File: config.mk
export PLATFORM = sky130hd
export DESIGN_NAME = nftra_ram
export DESIGN_NICKNAME = d
export VERILOG_FILES = /design/src/nftra_ram.sv
export SDC_FILE = /design/constraint.sdc
export NUM_CORES = 1
export LEC_CHECK = 0
export ABC_AREA = 1
export BUFFER_PORTS_ARGS = -buffer_cell sky130_fd_sc_hd__buf_2
export CORE_MARGIN = 2
export CORE_UTILIZATION = 36
export CTS_CLUSTER_SIZE = 12
export DETAILED_ROUTE_END_ITERATION = 16
export PLACE_DENSITY = 0.61
export REMOVE_ABC_BUFFERS = 1
export SLEW_MARGIN = 10
export SYNTH_ARGS = -nofsm -noshare
export SYNTH_HDL_FRONTEND = slang
export SYNTH_SLANG_ARGS = --single-unit
File: constraint.sdc
create_clock -name i_clk -period 4.98 [get_ports i_clk]
set_input_delay 0.249 -clock i_clk [delete_from_list [all_inputs] [get_ports i_clk]]
set_output_delay 0.249 -clock i_clk [all_outputs]
set_load 0.1 [all_outputs]
File: src/nftra_ram.sv
// ----------------------------------------------------------------------------
// nftra_ram
// Generic single-write, single-read RAM with registered read data.
// ----------------------------------------------------------------------------
`timescale 1ns / 1ps
`default_nettype none

module nftra_ram #(
    parameter int W     = 32,
    parameter int DEPTH = 32
) (
    input  wire logic                       i_clk,
    input  wire logic                       i_we,
    input  wire logic [$clog2(DEPTH)-1:0]   i_waddr,
    input  wire logic [W-1:0]               i_wdata,
    input  wire logic [$clog2(DEPTH)-1:0]   i_raddr,
    output logic      [W-1:0]               o_rdata
);

    logic [W-1:0] r_mem [DEPTH];
    logic [W-1:0] r_rdata;

    always_ff @(posedge i_clk) begin
        if (i_we) begin
            r_mem[i_waddr] <= i_wdata;
        end
        r_rdata <= r_mem[i_raddr];
    end

    assign o_rdata = r_rdata;

endmodule

`default_nettype wire

==> results.sh, run 1 <==
export IMPL_outcome="completed"
export IMPL_share_of_synthesized_area_occupied_by_flip_flops_and_latches_pct=74.0
export IMPL_final_antenna_diode_count=0
export IMPL_grt_ovfl_total=0
export IMPL_place_gp_congestion=0.786
export IMPL_synth_area_per_cell_um2=12.0
export IMPL_timing_hold_worst_class="in2reg"
export IMPL_final_wirelength_um=112000
export IMPL_grt_pass1_wl_um=165000
export IMPL_ys_dominant_reg_cell="sky130_fd_sc_hd__edfxtp_1"
export IMPL_worstPathCellList="buf_8, inv_16, buf_4, nand2_1, nand3_1, nand3_1, nand2_1, nand2_1, nand2_1, nand2_1, nand2_1"
export IMPL_finalHoldViolCount=0
export IMPL_worst_hold_startpoint="i_wdata[25]"
export IMPL_critical_path_arrival_ps=2720
export IMPL_yosys_area_share_adder_pct=0
export IMPL_drv_cap=0
export IMPL_yosysWarningCount=0
export IMPL_drive_gt1_share_pct=8.23
export IMPL_clock_fmax_mhz=457
export IMPL_sum_of_negative_setup_slack_ps=0
export IMPL_critical_path_class="in2reg"
export IMPL_first_global_vias=25200
export IMPL_start_util_pct=36.4
export IMPL_p_clk_share_pct=40.2
export IMPL_synth_simple_area_share_pct=22.2
export IMPL_switching_power_as_a_share_of_total_power_pct=23.4
export IMPL_power_internal_mw=14.5
export IMPL_dieArea_mm2=0.121
export IMPL_syn_area_mm2=0.0424
export IMPL_yosys_area_share_xor_xnor_pct=0
export IMPL_startpoint="i_raddr[0]"
export IMPL_async_reset_ff_share_pct=0
export IMPL_drt_pre_antenna_iters=5
export IMPL_die_width_um=347
export IMPL_period_minus_slack_ps=2190
export IMPL_cts_hold_buf=0
export IMPL_critical_path_max_stage_delay_ps=510
export IMPL_slew_headroom_pct=17.1
export IMPL_cp_buffers_inverters=3
export IMPL_drc=0
export IMPL_syn_instance_count=3536
export IMPL_synth_area_mux_share_pct=0
export IMPL_power_switching_mw=4.43
export IMPL_synth_seq_cells=1056
export IMPL_synth_top_area_cell="sky130_fd_sc_hd__edfxtp_1"
export IMPL_cts_root_buffer_cell="sky130_fd_sc_hd__clkbuf_16"
export IMPL_ys_top_cells_by_area="sky130_fd_sc_hd__edfxtp_1 73%, sky130_fd_sc_hd__nand2_1 13%, sky130_fd_sc_hd__nand3_1 9.2%"
export IMPL_grt_setup_unrepaired="no"
export IMPL_core_area_mm2=0.117
export IMPL_clock_sink_count=1056
export IMPL_ir_drop_mv=0.276
export IMPL_power_sequential_fraction_pct=52.5
export IMPL_synth_top_family_by_area="simple AND/OR/NAND/NOR gates"
export IMPL_setup_viol=0
export IMPL_hold_worst_slack_ps=110
export IMPL_post_synth_top_area_fraction_pct=72.5
export IMPL_final_area_mm2=0.0473
export IMPL_critPathMostFrequentCell="sky130_fd_sc_hd__nand2_1"
export IMPL_worst_skew_pair_late_latency_ps=690
export IMPL_leakage_nw=17.0
export IMPL_worst_endpoint_required_ps=5520
export IMPL_finalClockSkew_ps=34.8
export IMPL_synth_compound_area_share_pct=0
export IMPL_placement_rows=125
export IMPL_port_buffers=75
export IMPL_timing_final_max_slew_violations=0
export IMPL_timing_critical_path_slowest_stage_cell="sky130_fd_sc_hd__buf_8"
export IMPL_antenna_found_initial=3
export IMPL_io_pins=76
export IMPL_wl_per_instance_um=21.7
export IMPL_cpLargestDelayFamily="buffers and inverters"
export IMPL_clock_path_buffers=3
export IMPL_via_count=26700
export IMPL_dieHeight_um=347
export IMPL_worstMarginPinSlew_ps=1240
export IMPL_grt_max_degree=193
export IMPL_post_place_ws_ps=2170
export IMPL_yosys_cell_count_top_type="sky130_fd_sc_hd__nand2_1"
export IMPL_place_detailed_hpwl_um=59500
export IMPL_synth_edff_count=1024
export IMPL_tritoncts="yes"
export IMPL_pwr_density_cell_mw_per_mm2=399
export IMPL_num_cts_buffers=107
export IMPL_cts_max_level=3
export IMPL_finalNetCount=3600
export IMPL_setup_ws_ps=2790
export IMPL_yosys_top_cells_count="1,440 x sky130_fd_sc_hd__nand2_1, 1,024 x sky130_fd_sc_hd__edfxtp_1, 780 x sky130_fd_sc_hd__nand3_1"
export IMPL_syn_to_final_growth_pct=11.6
export IMPL_ant_nets=0
export IMPL_avgViaCountPerCell=5.16
export IMPL_drt_initial_drc_count=2659
export IMPL_post_cts_resized_instances=0
export IMPL_worstSetupEndpointType="flop"
export IMPL_critical_path_start_type="input port"
export IMPL_synth_lib_cells_used_distinct=14
export IMPL_cts_clk_pin_slew_worst_paths_ps=60
export IMPL_final_period_utilization_pct=43.9
export IMPL_placed_cell_area_mm2=0.0440
export IMPL_share_comb_of_total_power_pct=7.2
export IMPL_post_cts_setup_buffer_count=0
export IMPL_track_usage_pct=18.2
export IMPL_worst_r2r_startpoint="r_mem[25][18]"
export IMPL_crit_fanout=192
[registers in the layout, indices dropped and copies added, names as in the netlist]
name	flops
r_mem	1024
o_rdata	32
[per-stage QoR]
| stage | utilization [%] | instances | total power [mW] |
|---|---|---|---|
| 2_1_floorplan | - | 3318 | 10.8 |
| 3_3_place_gp | 37.6 | 4963 | 11.5 |
| 3_5_place_dp | 37.8 | 4969 | 11.5 |
| 4_1_cts | 40.6 | 5168 | 19.0 |
| 5_1_grt | 40.6 | 5170 | 19.4 |
| 6_report | 40.6 | 5170 | 18.9 |
[power by group through the flow]
| stage | Combinational [mW] | Sequential, mW | Clock [mW] |
|---|---|---|---|
| after global placement | 1.36 | 10.1 | 0 |
| final | 1.37 | 9.92 | 7.60 |
| after global routing | 1.48 | 9.93 | 8.03 |
| after CTS | 1.37 | 9.92 | 7.72 |
| after detailed placement | 1.37 | 10.1 | 0 |
| after floorplan | 0.507 | 10.3 | 0 |
[per-layer routing]
metal	GRT usage, %	part of all wire [%]	vias up
li1	-	-	12400
met1	26.1	44	13300
met2	28.7	46	912
met3	2.59	6.7	162
met4	5.47	2.4	2
met5	0	0.0089	-
[kinds of logic (layout without fill, tap and decap cells)]
logic type / after synthesis / count (layout)
buf+inv: 228 / 338
flops: 1056 / 1056
simple gates: 2252 / 2252
[worst paths after layout]
check        cells past startpoint  slack [ps]      endpoint
max                             11        2790   o_rdata[27]
max reg2reg                      8        3590   o_rdata[18]
min reg2reg                      8         760   o_rdata[20]
min                              1         110  r_mem[3][25]
[placed cells by master, fill, tap and decap left out]
master                       count
sky130_fd_sc_hd__nand2_1      1440
sky130_fd_sc_hd__edfxtp_1     1024
sky130_fd_sc_hd__nand3_1       780
sky130_fd_sc_hd__clkbuf_16     109
sky130_fd_sc_hd__buf_2          71
sky130_fd_sc_hd__clkbuf_1       56
sky130_fd_sc_hd__buf_4          41
sky130_fd_sc_hd__nor2_4         32
sky130_fd_sc_hd__dfxtp_1        32
sky130_fd_sc_hd__clkbuf_8       10
sky130_fd_sc_hd__buf_12         10
sky130_fd_sc_hd__clkinv_1        9
sky130_fd_sc_hd__clkinv_2        7
sky130_fd_sc_hd__inv_1           5
sky130_fd_sc_hd__inv_6           4
sky130_fd_sc_hd__buf_16          4
sky130_fd_sc_hd__inv_16          2
sky130_fd_sc_hd__clkinv_8        2
sky130_fd_sc_hd__bufinv_16       2
sky130_fd_sc_hd__buf_8           2
sky130_fd_sc_hd__inv_8           1
sky130_fd_sc_hd__inv_2           1
sky130_fd_sc_hd__clkinvlp_4      1
sky130_fd_sc_hd__buf_6           1
[final cells by class]
class / count / area, µm²
Clock inverter: 24 / 210
Timing Repair Buffer: 129 / 1010
Fill cell: 10800 / 69200
Tap cell: 1524 / 1910
Inverter: 10 / 67.6
Multi-Input combinational cell: 2252 / 9670
Sequential cell: 1056 / 31400
Clock buffer: 175 / 3080
Power figures use the tool's default switching activity.
==> inputs of run 2 (changes only) <==
--- a/config.mk
+++ b/config.mk
@@ -5,13 +5,13 @@
 export SDC_FILE = /design/constraint.sdc
 export NUM_CORES = 1
 export LEC_CHECK = 0
-export ABC_AREA = 1
+export ABC_AREA = 0
 export BUFFER_PORTS_ARGS = -buffer_cell sky130_fd_sc_hd__buf_2
 export CORE_MARGIN = 2
 export CORE_UTILIZATION = 36
 export CTS_CLUSTER_SIZE = 12
 export DETAILED_ROUTE_END_ITERATION = 16
-export PLACE_DENSITY = 0.61
+export PLACE_DENSITY = 0.62
 export REMOVE_ABC_BUFFERS = 1
 export SLEW_MARGIN = 10
 export SYNTH_ARGS = -nofsm -noshare
==> constraint.sdc (replaced) <==
create_clock -name i_clk -period 1.8 [get_ports i_clk]
set_input_delay 0.09 -clock i_clk [delete_from_list [all_inputs] [get_ports i_clk]]
set_output_delay 0.09 -clock i_clk [all_outputs]
set_load 0.1 [all_outputs]
==> run 2 against run 1 <==
Net effect: combinational power rose to 2.6 times the previous value; sequential share of layout area down 1.3 points; largest power group unchanged; global-route usage down 0.20 points; sequential power rose to 2.8 times the previous value.
==> results.sh, run 2 <==
export IMPL_cp_buffers_inverters=1
export IMPL_power_internal_mw=39.9
export IMPL_ant_nets=0
export IMPL_avgViaCountPerCell=5.34
export IMPL_finalClockSkew_ps=16.4
export IMPL_startpoint="o_rdata[26]"
export IMPL_ys_dominant_reg_cell="sky130_fd_sc_hd__edfxtp_1"
export IMPL_placement_rows=123
export IMPL_port_buffers=75
export IMPL_start_util_pct=36.1
export IMPL_final_area_mm2=0.0483
export IMPL_outcome="completed"
export IMPL_timing_hold_worst_class="in2reg"
export IMPL_drt_pre_antenna_iters=5
export IMPL_timing_final_max_slew_violations=0
export IMPL_post_cts_resized_instances=0
export IMPL_post_synth_top_area_fraction_pct=76.0
export IMPL_share_comb_of_total_power_pct=7.0
export IMPL_cpLargestDelayFamily="buffers and inverters"
export IMPL_critical_path_max_stage_delay_ps=490
export IMPL_yosys_cell_count_top_type="sky130_fd_sc_hd__edfxtp_1"
export IMPL_grt_max_degree=49
export IMPL_place_detailed_hpwl_um=61000
export IMPL_synth_edff_count=1024
export IMPL_critical_path_arrival_ps=1640
export IMPL_ys_top_cells_by_area="sky130_fd_sc_hd__edfxtp_1 76%, sky130_fd_sc_hd__mux2i_1 13%, sky130_fd_sc_hd__a22oi_1 1.8%"
export IMPL_final_antenna_diode_count=0
export IMPL_pwr_density_cell_mw_per_mm2=1060
export IMPL_power_switching_mw=11.5
export IMPL_syn_area_mm2=0.0405
export IMPL_grt_ovfl_total=0
export IMPL_antenna_found_initial=4
export IMPL_synth_seq_cells=1056
export IMPL_crit_fanout=1
export IMPL_tritoncts="yes"
export IMPL_yosysWarningCount=0
export IMPL_io_pins=76
export IMPL_leakage_nw=16.8
export IMPL_clock_path_buffers=3
export IMPL_synth_area_per_cell_um2=17.9
export IMPL_finalNetCount=2582
export IMPL_critical_path_class="reg2out"
export IMPL_cts_root_buffer_cell="sky130_fd_sc_hd__clkbuf_16"
export IMPL_setup_ws_ps=71.3
export IMPL_die_width_um=339
export IMPL_clock_fmax_mhz=578
export IMPL_power_sequential_fraction_pct=53.5
export IMPL_critical_path_start_type="flop"
export IMPL_timing_critical_path_slowest_stage_cell="sky130_fd_sc_hd__buf_2"
export IMPL_async_reset_ff_share_pct=0
export IMPL_period_minus_slack_ps=1730
export IMPL_grt_pass1_wl_um=152000
export IMPL_ir_drop_mv=0.804
export IMPL_post_place_ws_ps=-186
export IMPL_synth_lib_cells_used_distinct=25
export IMPL_yosys_top_cells_count="1,024 x sky130_fd_sc_hd__edfxtp_1, 512 x sky130_fd_sc_hd__mux2i_1, 98 x sky130_fd_sc_hd__nand2_1, 98 x sky130_fd_sc_hd__nand3_1"
export IMPL_drive_gt1_share_pct=16.8
export IMPL_final_common_cell="sky130_fd_sc_hd__edfxtp_1"
export IMPL_drv_cap=0
export IMPL_syn_instance_count=2260
export IMPL_fin_util_pct=43.1
export IMPL_place_gp_congestion=0.772
export IMPL_drt_initial_drc_count=2150
export IMPL_share_of_synthesized_area_occupied_by_flip_flops_and_latches_pct=77.5
export IMPL_final_period_utilization_pct=96.0
export IMPL_worstSetupEndpointType="primary output"
export IMPL_sum_of_negative_setup_slack_ps=0
export IMPL_cts_clk_pin_slew_worst_paths_ps=60
export IMPL_largest_register_ff_count=1024
export IMPL_largest_register="r_mem"
export IMPL_clock_sink_count=1056
export IMPL_switching_power_as_a_share_of_total_power_pct=22.3
export IMPL_slew_headroom_pct=49.0
export IMPL_worst_skew_pair_late_latency_ps=670
export IMPL_via_count=22000
export IMPL_worstMarginPinSlew_ps=762
export IMPL_worstPathCellList="buf_2"
export IMPL_worst_hold_startpoint="i_raddr[2]"
export IMPL_track_usage_pct=18.0
export IMPL_final_wirelength_um=106000
export IMPL_syn_to_final_growth_pct=19.2
export IMPL_grt_setup_unrepaired="no"
export IMPL_dieArea_mm2=0.115
export IMPL_core_area_mm2=0.112
export IMPL_drc=0
export IMPL_wl_per_instance_um=25.7
export IMPL_p_clk_share_pct=39.5
export IMPL_placed_cell_area_mm2=0.0448
export IMPL_worst_endpoint_required_ps=1710
export IMPL_first_global_vias=22300
export IMPL_most_used_cells_in_the_layout_excluding_fill_and_tap_cells="1,024 x sky130_fd_sc_hd__edfxtp_1, 512 x sky130_fd_sc_hd__mux2i_1, 106 x sky130_fd_sc_hd__clkbuf_16"
export IMPL_setup_viol=0
export IMPL_synth_top_area_cell="sky130_fd_sc_hd__edfxtp_1"
export IMPL_finalHoldViolCount=0
export IMPL_dieHeight_um=339
export IMPL_num_cts_buffers=105
export IMPL_cts_max_level=3
export IMPL_worst_r2r_startpoint="r_mem[0][6]"
run 2: timing repair:
action,4_1_cts,5_1_grt
setup buffers,0,0
hold endpoints to repair,1025,0
setup endpoints to repair,0,0
hold buffers,33,0
run 2: final timing paths:
kind | end | slack (ps) | cells after the start
worst max register to register | o_rdata[6] | 240 | 5
worst min-delay path | o_rdata[30] | 80 | 6
worst min register to register | o_rdata[12] | 590 | 4
worst max-delay path | o_rdata[26] | 70 | 1
run 2: cells by family after synthesis:
kind of cell | Yosys count | synth area share, %
compound gates | 288 | 4.85
flops | 1056 | 77.5
buf+inv | 127 | 1.86
simple gates | 277 | 3.10
mux | 512 | 12.7
run 2: metrics by stage:
| stage | cells | hold WS (ps) | power, mW |
|---|---|---|---|
| floorplan | 2133 | 189 | 29.8 |
| global placement | 3898 | 567 | 31.5 |
| detailed placement | 3898 | 591 | 31.5 |
| CTS | 4119 | 37.9 | 51.7 |
| global route | 4119 | 100 | 52.7 |
| finish | 4119 | 78.8 | 51.3 |
run 2: power groups by stage:
stage | Combinational (mW) | Clock [mW] | Sequential (mW)
after floorplan | 1.10 | 0 | 28.7
after CTS | 3.61 | 20.6 | 27.5
after detailed placement | 3.53 | 0 | 28.0
after global routing | 3.79 | 21.5 | 27.5
after global placement | 3.48 | 0 | 28.0
final | 3.59 | 20.3 | 27.5
run 2: tightest hold or removal path: stages:
cell and delay [ps]:
sky130_fd_sc_hd__buf_2 140, sky130_fd_sc_hd__nor2_4 50, sky130_fd_sc_hd__buf_12 160, sky130_fd_sc_hd__nand2_1 80, sky130_fd_sc_hd__a31oi_1 80, sky130_fd_sc_hd__nand3_1 80
run 2: cell type report:
| type | instances | area, µm² |
|---|---|---|
| fillers | 9806 | 63800 |
| flip-flops and latches | 1056 | 31400 |
| multi-input cells | 1077 | 8610 |
| repair buffers | 298 | 3230 |
| clock buffers | 161 | 2920 |
| well taps | 1500 | 1880 |
| clock inverters | 27 | 224 |
run 2: routing by layer:
layer,GRT usage (%),wire [µm],vias up
li1,-,-,9561
met1,24.7,45600,11400
met2,29.1,50400,840
met3,3.23,7080,177
met4,5.48,2760,6
met5,0,34,-
==> inputs of run 3 (changes only) <==
--- a/config.mk
+++ b/config.mk
@@ -9,9 +9,11 @@
 export BUFFER_PORTS_ARGS = -buffer_cell sky130_fd_sc_hd__buf_2
 export CORE_MARGIN = 2
 export CORE_UTILIZATION = 36
+export CTS_CLUSTER_DIAMETER = 200
 export CTS_CLUSTER_SIZE = 12
 export DETAILED_ROUTE_END_ITERATION = 16
 export PLACE_DENSITY = 0.62
+export RECOVER_POWER = 50
 export REMOVE_ABC_BUFFERS = 1
 export SLEW_MARGIN = 10
 export SYNTH_ARGS = -nofsm -noshare
==> run 3 against run 2 <==
Net effect: clock power is 8% lower; sequential power hardly changed; cell area is 1.6% lower; cell count is 0.36% lower; critical path type unchanged; utilization is 0.68 points lower; critical endpoint unchanged; fmax is 1.2% lower.
==> results.sh, run 3 (synthesis results as in run 2) <==
export IMPL_outcome="completed"
export IMPL_sum_of_negative_setup_slack_ps=0
export IMPL_place_gp_congestion=0.772
export IMPL_critical_path_start_type="flop"
export IMPL_worst_hold_startpoint="i_raddr[2]"
export IMPL_clock_fmax_mhz=572
export IMPL_io_pins=76
export IMPL_timing_final_max_slew_violations=0
export IMPL_timing_critical_path_depth=1
export IMPL_largest_register_ff_count=1024
export IMPL_cp_buffers_inverters=1
export IMPL_timing_reg2reg_worst_path_depth=4
export IMPL_dieHeight_um=339
export IMPL_cts_root_buffer_cell="sky130_fd_sc_hd__clkbuf_16"
export IMPL_drv_cap=0
export IMPL_wl_per_instance_um=25.8
export IMPL_worst_endpoint_required_ps=1710
export IMPL_core_area_mm2=0.112
export IMPL_track_usage_pct=18.0
export IMPL_slew_headroom_pct=1.22
export IMPL_timing_critical_path_slowest_stage_cell="sky130_fd_sc_hd__dfxtp_1"
export IMPL_post_cts_resized_instances=0
export IMPL_die_width_um=339
export IMPL_placement_rows=123
export IMPL_worstPathCellList="buf_2"
export IMPL_post_layout_nonfiller_instances=4104
export IMPL_final_antenna_diode_count=0
export IMPL_cts_clk_pin_slew_worst_paths_ps=60
export IMPL_n_fill_cell=9922
export IMPL_worst_hold_path_num_cells=6
export IMPL_first_global_vias=22100
export IMPL_final_seq_area_mm2=0.0314
export IMPL_critical_path_max_stage_delay_ps=490
export IMPL_grt_setup_unrepaired="no"
export IMPL_drive_gt1_share_pct=13.7
export IMPL_rrSetupSlack_ps=220
export IMPL_most_used_cells_in_the_layout_excluding_fill_and_tap_cells="1,024 x sky130_fd_sc_hd__edfxtp_1, 512 x sky130_fd_sc_hd__mux2i_1, 113 x sky130_fd_sc_hd__clkbuf_1"
export IMPL_grt_ovfl_total=0
export IMPL_final_common_cell="sky130_fd_sc_hd__edfxtp_1"
export IMPL_largest_register="r_mem"
export IMPL_final_wirelength_um=106000
export IMPL_startpoint="o_rdata[26]"
export IMPL_antenna_found_initial=4
export IMPL_end_of_the_worst_hold_path="o_rdata[30]"
export IMPL_period_minus_slack_ps=1750
export IMPL_worst_r2r_startpoint="r_mem[18][6]"
export IMPL_r2r_end="o_rdata[6]"
export IMPL_place_detailed_hpwl_um=61000
export IMPL_syn_to_final_growth_pct=17.3
export IMPL_worst_skew_pair_late_latency_ps=670
export IMPL_final_period_utilization_pct=97.2
export IMPL_finalNetCount=2574
export IMPL_finalHoldViolCount=0
export IMPL_start_util_pct=36.1
export IMPL_dieArea_mm2=0.115
export IMPL_grt_pass1_wl_um=152000
export IMPL_dp_cells=3898
export IMPL_finalClockSkew_ps=29.8
export IMPL_setup_viol=0
export IMPL_clock_path_buffers=3
export IMPL_pwr_density_cell_mw_per_mm2=1050
export IMPL_num_cts_buffers=97
export IMPL_critical_path_class="reg2out"
export IMPL_worstSetupEndpointType="primary output"
export IMPL_via_count=21900
export IMPL_cpLargestDelayFamily="flip-flops"
export IMPL_multi_input_area_mm2=0.00853
export IMPL_post_cts_setup_buffer_count=0
export IMPL_ir_drop_mv=0.662
export IMPL_avgViaCountPerCell=5.34
export IMPL_critical_path_arrival_ps=1660
export IMPL_grt_max_degree=49
export IMPL_drc=0
export IMPL_crit_fanout=1
export IMPL_drt_initial_drc_count=1954
export IMPL_tritoncts="yes"
export IMPL_worstMarginPinSlew_ps=1480
export IMPL_drt_pre_antenna_iters=5
export IMPL_cts_max_level=3
export IMPL_ant_nets=0
export IMPL_clock_sink_count=1056
export IMPL_timing_hold_worst_class="in2reg"
export IMPL_leakage_nw=16.4
export IMPL_port_buffers=75
run 3: changes by cell type in the layout (fill, tap and decap cells not counted), sizes merged:
cell    delta
clkbuf    +64
buf       -57
bufinv     -2
clkinv    -20
run 3: worst min-delay path, stage by stage:
cell and delay [ps]:
sky130_fd_sc_hd__buf_2 140, sky130_fd_sc_hd__nor2_4 50, sky130_fd_sc_hd__buf_12 170, sky130_fd_sc_hd__nand2_1 80, sky130_fd_sc_hd__a31oi_1 90, sky130_fd_sc_hd__nand3_1 80
run 3: report_power, final:
group	switching, mW	leakage [nW]	internal [mW]
sequential	0.125	9.49	27.4
combinational	2.48	5.61	1.08
clock	8.58	1.32	10.1
total	11.2	16.4	38.6
run 3: layout make-up:
cell class	count	area share (%)
clock inverter	5	0.177
clock buffer	168	5.67
multi-input combinational	1077	18.0
timing repair buffer	298	6.15
sequential	1056	66.1
tap	1500	3.95
run 3: worst max-delay path by stage:
stage,to,slack [ps]
3_3_place_gp,o_rdata[6],-140
6_report,o_rdata[26],50
5_1_grt,o_rdata[26],60
3_5_place_dp,o_rdata[6],-190
2_1_floorplan,o_rdata[0],-3270
4_1_cts,o_rdata[26],50
run 3: stage by stage:
step                hold slack (ps)  total power [mW]  area [µm²]  util, %  setup slack (ps)
CTS                            59.3              50.1       47900     42.7              50.9
finish                         96.3              49.7       47500     42.4              51.1
global placement                567              31.5       44800     40.0              -143
detailed placement              591              31.5       44800     40.0              -186
floorplan                       189              29.8       39700        -             -3270
global route                    122              51.2       47500     42.4              58.6
run 3: what timing repair did:
item                                   4_1_cts  5_1_grt
setup endpoints to repair                    0        0
endpoints found under the hold margin     1025        0
hold buffers                                33        0
run 3: layer usage:
layer / vias up / routed length (µm) / track usage, %
met1: 11500 / 46300 / 25.0
li1: 9527 / - / -
met2: 758 / 50200 / 29.0
met5: - / 41 / 0
met3: 156 / 6510 / 2.84
met4: 6 / 2650 / 5.61
